<file path="src/sv/ncst_pkg.sv">
`timescale 1ns / 1ps
`default_nettype none
package ncst_pkg;
	typedef enum logic [1:0] {
		OP_OPEN   = 2'd0,
		OP_WAIT   = 2'd1,
		OP_POST   = 2'd2,
		OP_UNLINK = 2'd3
	} op_t;

	typedef enum logic [1:0] {
		ST_OK        = 2'd0,
		ST_FULL      = 2'd1,
		ST_NOT_FOUND = 2'd2
	} status_t;

	localparam int NAME_W = 160;
	localparam int INIT_W = 15;
	localparam int COUNT_W = 16;
	localparam logic signed [COUNT_W-1:0] COUNT_MAX = 16'sh7fff;
	localparam logic signed [COUNT_W-1:0] COUNT_MIN = 16'sh8000;
endpackage
`default_nettype wire

</file>
<file path="src/sv/ncst_name_scan.sv">
`timescale 1ns / 1ps
`default_nettype none
module ncst_name_scan #(
	parameter int ENTRIES = 32,
	parameter int IDX_W = 5
) (
	input  wire logic                       clk,
	input  wire logic                       arst_n,
	input  wire logic                       start,
	input  wire logic [ncst_pkg::NAME_W-1:0] key,
	input  wire logic [ENTRIES-1:0]         open_mask,
	input  wire logic [ncst_pkg::NAME_W-1:0] rd_name,
	output logic      [IDX_W-1:0]           rd_idx,
	output logic                            done,
	output logic                            match_found,
	output logic      [IDX_W-1:0]           match_idx,
	output logic                            free_found,
	output logic      [IDX_W-1:0]           free_idx
);
	import ncst_pkg::*;

	localparam int CNT_W = IDX_W + 1;
	localparam logic [CNT_W-1:0] LAST = CNT_W'(ENTRIES - 1);
	localparam logic [IDX_W-1:0] LAST_IDX = IDX_W'(ENTRIES - 1);

	logic             busy_q;
	logic [CNT_W-1:0] cnt_q;
	logic             chk_q;
	logic [IDX_W-1:0] chk_idx_q;
	logic             mf_q, ff_q;
	logic [IDX_W-1:0] mi_q, fi_q;
	logic             hit;

	assign rd_idx = cnt_q[IDX_W-1:0];
	assign hit = open_mask[chk_idx_q] && (rd_name == key);
	assign match_found = mf_q;
	assign match_idx = mi_q;
	assign free_found = ff_q;
	assign free_idx = fi_q;

	always_ff @(posedge clk or negedge arst_n) begin
		if (!arst_n) begin
			busy_q <= 1'b0;
			cnt_q <= '0;
			chk_q <= 1'b0;
			chk_idx_q <= '0;
			mf_q <= 1'b0;
			ff_q <= 1'b0;
			mi_q <= '0;
			fi_q <= '0;
			done <= 1'b0;
		end else begin
			done <= 1'b0;
			if (start) begin
				busy_q <= 1'b1;
				cnt_q <= '0;
				chk_q <= 1'b0;
				mf_q <= 1'b0;
				ff_q <= 1'b0;
			end else begin
				chk_q <= busy_q;
				chk_idx_q <= rd_idx;
				if (busy_q) begin
					if (cnt_q == LAST)
						busy_q <= 1'b0;
					else
						cnt_q <= cnt_q + 1'b1;
				end
				if (chk_q) begin
					if (hit && !mf_q) begin
						mf_q <= 1'b1;
						mi_q <= chk_idx_q;
					end
					if (!open_mask[chk_idx_q] && !ff_q) begin
						ff_q <= 1'b1;
						fi_q <= chk_idx_q;
					end
					if (chk_idx_q == LAST_IDX)
						done <= 1'b1;
				end
			end
		end
	end
endmodule
`default_nettype wire

</file>
<file path="config.mk">
export PLATFORM = sky130hd
export DESIGN_NAME = ncst_name_scan
export DESIGN_NICKNAME = d
export VERILOG_FILES = /design/src/sv/ncst_pkg.sv /design/src/sv/ncst_name_scan.sv
export SDC_FILE = /design/constraint.sdc
export NUM_CORES = 1
export LEC_CHECK = 0
export BUFFER_PORTS_ARGS = -buffer_cell sky130_fd_sc_hd__buf_2
export CAP_MARGIN = 20
export CELL_PAD_IN_SITES_DETAIL_PLACEMENT = 0
export CELL_PAD_IN_SITES_GLOBAL_PLACEMENT = 2
export CORE_MARGIN = 2
export CORE_UTILIZATION = 16
export CTS_CLUSTER_DIAMETER = 150
export DETAILED_ROUTE_END_ITERATION = 10
export PLACE_DENSITY = 0.86
export SLEW_MARGIN = 25
export SYNTH_ARGS = -nofsm -noshare
export SYNTH_HDL_FRONTEND = slang
export SYNTH_SLANG_ARGS = --single-unit
</file>
<file path="constraint.sdc">
create_clock -name clk -period 3 [get_ports clk]
set_clock_uncertainty 0.05 [all_clocks]
set_input_delay 0.15 -clock clk [delete_from_list [all_inputs] [get_ports clk]]
set_output_delay 0.15 -clock clk [all_outputs]
set_load 0.005 [all_outputs]
</file>
==> out/results.ini, run 1 <==
[floorplan]
die_area_mm2=0.0208
coreArea_mm2=0.0194
ioPinCount=373
die_w_um=144
floorplan.initialDensity=0.162
rows=51
die_h_um=144

[drt]
viasPerCell=3.83
drt_iter0_markers=90
wl_um=14300
via_count=3691
drc_errors=0
ant_nets=0
routedWlPerCell_um=14.9
dr.pass1.iters=4

[grt]
antenna_found_initial=1
grt_pass1_vias=3626
grt_use_total=0.123
grt_max_degree=27
grt_pass1_wl_um=19300
grt_remaining_overflow=0

[yosys]
syn_inst=323
synth_cell_types=40
seq_area_frac_synth=0.207
syn-cell-area_mm2=0.00314
synth_area_per_cell_um2=9.73
synth.ff_latch_count=26
synthArstFlopShare=1.00
ys.flop_type=dfrtp_1
syn-num-nets=679
synth_edf_count=0
yosys_warnings=0

[pwr]
powerDensity_mw_per_mm2=258
leakage_nw=2.73
seq_power_share=0.290
power_mw=1.40
switching_share=0.282
peakVddDrop_mv=0.333
p_int_mw=1.00
combPwrFrac=0.436
clock_power_share=0.273
p_switching_uw=395

[min_path]
hold_depth=3
holdCritPathClass=input pin to flop

[placement]
port_buffers=372
place_congestion=0.848
hpwl_um=13200

[sta]
fmax_mhz=374
min_period_ps=2680
slew_headroom=0.598
report.final.hold_viol_count=0
slew_violations=0
setup_viol=0
timing.setup.tns_ps=0
rsz0062_at_grt=false
worst_pin_slew_ps=597
post-route-period-util=0.892

[layout]
area_growth_pct=72.6
multi_input_area_mm2=0.00239
drive_above_1_share=0.580
fillCellCount=2195
nets=1055
regArea_um2=651

[run]
cap_violations=0

[critical_path]
critPathArrivalTime_ps=2770
worstSetupEndpointType=flop
crit_required_ps=3100
critPathLaunchType=flop
rr_worst_depth=5
path_max_fanout=11
critPathKind=flop to flop

[cts]
max-clock-path-buffers=2
h-tree-depth=1
post_cts_resized=0
post_cts_buffers=0
path_clk_slew_ps=60
clkLatencyLatePin_ps=260
cts_tree=done
cts_made_buffers=3
cts_sinks=26
cts_root_buffer=clkbuf_16

[run_status]
outcome=finished, final reports clean

path summary, 6_finish.rpt:
kind / to / slack [ps] / start
max: free_idx[2] / 320 / chk_idx_q[0]
min: free_found / 190 / start
max reg2reg: free_idx[2] / 320 / chk_idx_q[0]
min reg2reg: chk_q / 450 / busy_q
max in group asynchronous: match_idx[4] / 2130 / arst_n
min in group asynchronous: cnt_q[4] / 390 / arst_n
critical path: stages, from the launching register on:
cell and delay (ps):
dfrtp_1 610, mux4_1 660, a221oi_2 280, o21ai_1 150, a211oi_2 420, mux2_2 380
metrics by stage:
stage / util / hold WS (ps) / worst slack (ps) / cell area [µm²] / cells
after floorplan: - / -196 / 712 / 3140 / 323
after global placement: 0.274 / 125 / 38.9 / 5310 / 958
after detailed placement: 0.274 / 128 / 80.8 / 5310 / 958
after CTS: 0.280 / 185 / 282 / 5430 / 963
after global routing: 0.280 / 210 / 135 / 5430 / 964
final: 0.280 / 187 / 325 / 5430 / 964
synth_stat cells (all sizes together), types with 2 or more instances:
library cell / instances / area share
xor2: 81 / 0.23
xnor2: 79 / 0.22
nand4: 27 / 0.054
dfrtp: 26 / 0.21
nor4: 26 / 0.057
mux2: 14 / 0.050
nand2: 10 / 0.012
mux4: 8 / 0.063
nor2: 7 / 0.0084
buf: 6 / 0.016
inv: 6 / 0.0072
clkbuf: 3 / 0.0099
o21ai: 3 / 0.0048
a21o: 2 / 0.0052
mux2i: 2 / 0.0064
nand3: 2 / 0.0032
nor2b: 2 / 0.0040
nor3: 2 / 0.0032
o31ai: 2 / 0.0048
cell families (layout without fill, tap and decap cells):
| family | count (synthesis) | in the layout | share of synthesized area |
|---|---|---|---|
| AND/OR/NAND/NOR | 82 | 82 | 0.154 |
| adder cells (fa/ha/maj) | 1 | 1 | 0.00398 |
| AO/OA/AOI/OAI | 15 | 15 | 0.0370 |
| buffers and inverters | 15 | 390 | 0.0326 |
| XOR/XNOR | 160 | 160 | 0.446 |
| multiplexers | 24 | 24 | 0.120 |
| flip-flops | 26 | 26 | 0.207 |
| other | 0 | 1 | 0 |
power by group through the flow:
stage	logic [mW]	registers [mW]	clock network (mW)
CTS	0.620	0.407	0.390
detailed placement	0.614	0.413	0
global placement	0.610	0.414	0
finish	0.610	0.406	0.382
floorplan	0.280	0.402	0
global route	0.675	0.412	0.403
cell usage in the layout (no fill, tap or decap), types with 2 or more instances in the layout:
master	instances
inv_1	6
nand4_1	27
nor2_1	7
nor2b_1	2
nand2_1	10
xor2_1	81
buf_4	7
nand3_1	2
buf_2	372
mux4_1	5
nor4_1	25
dfrtp_1	26
mux2i_1	2
o21ai_1	2
mux4_2	3
nor3_1	2
mux2_2	14
xnor2_1	79
o31ai_1	2
clkbuf_16	3
final cells by class:
type,instances,area share
Antenna cell,1,0.000461
Multi-Input combinational cell,282,0.441
Inverter,6,0.00415
Sequential cell,26,0.120
Clock inverter,1,0.00553
Timing Repair Buffer,380,0.355
Clock buffer,3,0.0138
Tap cell,265,0.0611
sequential cells by signal, indices dropped and copies added (netlist names):
name         count
match_found      1
busy_q           1
match_idx        5
chk_idx_q        5
done             1
free_idx         5
cnt_q            6
free_found       1
chk_q            1
what timing repair did:
action	4_1_cts	5_1_grt
setup endpoints to repair	0	0
hold buffers	1	0
endpoints found under the hold margin	26	0
per-layer routing:
| metal | up-vias | wire (µm) | global-route usage |
|---|---|---|---|
| met5 | - | 0 | 0 |
| met4 | 0 | 187 | 0.0261 |
| met3 | 13 | 1030 | 0.0189 |
| met2 | 151 | 7140 | 0.219 |
| met1 | 1629 | 5980 | 0.158 |
| li1 | 1898 | - | - |
Power figures use the tool's default switching activity.
==> run 2: changes to the inputs <==
==> constraint.sdc (replaced) <==
create_clock -name clk -period 2.5 [get_ports clk]
set_clock_uncertainty 0.05 [all_clocks]
set_input_delay 0.125 -clock clk [delete_from_list [all_inputs] [get_ports clk]]
set_output_delay 0.125 -clock clk [all_outputs]
set_load 0.005 [all_outputs]
==> run 2 against run 1 <==
Effect of this change:
- first-iteration DRC count up 8.9%
- power up 14%
- critical path type unchanged
- core utilization increased by 0.41 points
- fmax increased by 15%
- sequential power rose by 19%
- routed wire length increased by 1.2%
- count of clock-buffer cells in the layout unchanged
- cell count rose by 0.73%
- worst hold slack got worse by 1.3 ps
- worst setup slack worse by 160 ps
- die area is the same
- flip-flop and latch count did not move
==> out/results.ini, run 2 (same netlist as run 1, synthesis figures left out) <==
[critical_path]
path_common_cell=buf_4
critPathKind=flop to flop  ; unchanged
path_max_fanout=6  ; was 11
slowest_delay_ps=510  ; was 660 ps
crit_path_top_delay_cell=mux4_2  ; was mux4_1
cp_cell_sequence=buf_4 > mux4_2 > a221oi_2 > o21ai_2 > a211oi_2 > buf_4 > mux2_2  ; was mux4_1 > a221oi_2 > o21ai_1 > a211oi_2 > mux2_2
crit_family=multiplexers  ; unchanged
crit_required_ps=2590  ; was 3100 ps
critPathArrivalTime_ps=2430  ; was 2770 ps
critPathBufInv=2  ; was 0
r2r_slack_ps=160  ; was 320 ps
critPathLaunchType=flop  ; unchanged
worstSetupEndpointType=flop  ; unchanged

[sta]
report.final.hold_viol_count=0  ; unchanged
slew_headroom=0.620  ; was 0.598
fmax_mhz=428  ; was 374 MHz
holdWs_ps=185  ; was 187 ps
min_period_ps=2340  ; was 2680 ps
setup_viol=0  ; unchanged
rsz0062_at_grt=false  ; unchanged
slew_violations=0  ; unchanged
worst_pin_slew_ps=570  ; was 597 ps
post-route-period-util=0.934  ; was 0.892

[grt]
grt_pass1_wl_um=19700  ; was 19300 µm
grt_remaining_overflow=0  ; unchanged
grt_pass1_vias=3653  ; was 3626
grt_max_degree=27  ; unchanged
grt_use_total=0.125  ; was 0.123
antenna_found_initial=0  ; was 1

[cts]
path_clk_slew_ps=60  ; about the same
cts_root_buffer=clkbuf_16  ; unchanged
h-tree-depth=1  ; unchanged
clkLatencyLatePin_ps=260  ; about the same
cts_sinks=26  ; unchanged
cts_tree=done  ; unchanged
cts_made_buffers=3  ; unchanged
max-clock-path-buffers=2  ; unchanged

[placement]
hpwl_um=13300  ; was 13200 µm
place_congestion=0.829  ; was 0.848
dp.cells=965  ; was 958
port_buffers=372  ; unchanged

[layout]
final_common_cell=buf_2  ; unchanged
top_register=cnt_q  ; unchanged
drive_above_1_share=0.593  ; was 0.580
stdcell_count=971  ; was 964
n_antenna_cell=0  ; was 1
final_cell_mix=buf_2, xor2_1, xnor2_1  ; unchanged
final_util=0.284  ; was 0.280
largest_register_ff_count=6  ; unchanged
nets=1064  ; was 1055
area_growth_pct=75.2  ; was 72.6%

[drt]
ant_nets=0  ; unchanged
dr.pass1.iters=4  ; unchanged
drt_iter0_markers=98  ; was 90
via_count=3757  ; was 3691
drc_errors=0  ; unchanged
routedWlPerCell_um=14.9  ; about the same
wl_um=14500  ; was 14300 µm
viasPerCell=3.87  ; was 3.83

[run_status]
outcome=finished, final reports clean  ; unchanged

[floorplan]
rows=51  ; unchanged
ioPinCount=373  ; unchanged
die_w_um=144  ; unchanged
floorplan.initialDensity=0.162  ; unchanged
die_h_um=144  ; unchanged
coreArea_mm2=0.0194  ; unchanged
die_area_mm2=0.0208  ; unchanged

[pwr]
powerDensity_mw_per_mm2=289  ; was 258 mW/mm²
leakage_nw=2.78  ; was 2.73 nW
peakVddDrop_mv=0.278  ; was 0.333 mV

[run]
cap_violations=0  ; unchanged

[min_path]
holdCritPathClass=input pin to flop  ; unchanged

run 2: cell count changes in the layout (fill, tap and decap cells not counted):
cell       previous run  this run
buf_4                 7        16
or4_4                 0         1
nor4_1               25        22
dfrtp_1              26        25
nor4_2                0         1
bufinv_16             1         0
or4_1                 1         0
diode_2               1         0
nor4_4                1         3
o21ai_2               0         1
dfrtp_2               0         1
o21ai_1               2         1
run 2: path summary, 6_finish.rpt:
check | startpoint | depth (start not counted) | endpoint
setup reg to reg | chk_idx_q[0] | 7 | free_idx[1]
hold reg to reg | busy_q | 1 | chk_q
max in group asynchronous | arst_n | 2 | chk_idx_q[0]
setup / recovery | chk_idx_q[0] | 7 | free_idx[1]
min in group asynchronous | arst_n | 2 | cnt_q[3]
hold / removal | start | 3 | free_found
run 2: worst min-delay path, stage by stage:
cell	delay (ps)
buf_2	90
inv_1	70
a21o_1	160
run 2: layer usage:
metal	GRT usage	wire (µm)	vias to the layer above
li1	-	-	1912
met1	0.162	6000	1675
met2	0.229	7370	161
met3	0.0159	1070	9
met4	0.0118	73	0
met5	0	0	-
run 2: what timing repair did:
| action | in CTS | in global routing |
|---|---|---|
| endpoints found under the setup margin | 9 | 9 |
| pin swaps | 0 | 1 |
| resized for setup | 5 | 3 |
| setup buffers | 0 | 2 |
| endpoints found under the hold margin | 26 | 0 |
| hold buffers | 1 | 0 |
run 2: cell type report:
class	count	area (µm²)
Clock buffer	3	75.1
Fill cell	2175	13900
Inverter	6	22.5
Multi-Input combinational cell	282	2430
Sequential cell	26	652
Tap cell	265	332
Timing Repair Buffer	389	1990
run 2: report_power, final:
group | internal (mW) | switching, mW
combinational | 0.451 | 0.312
clock | 0.212 | 0.136
sequential | 0.452 | 0.0320
total | 1.11 | 0.480
run 2: per-stage QoR:
step / area [µm²] / total power, mW / TNS [ps] / setup WS, ps
after global routing: 5510 / 1.70 / 0 / 2.79
after detailed placement: 5360 / 1.24 / -1540 / -309
after global placement: 5360 / 1.24 / -1660 / -327
after floorplan: 3140 / 0.819 / 0 / 212
final: 5510 / 1.59 / 0 / 165
after CTS: 5470 / 1.60 / 0 / 72.2
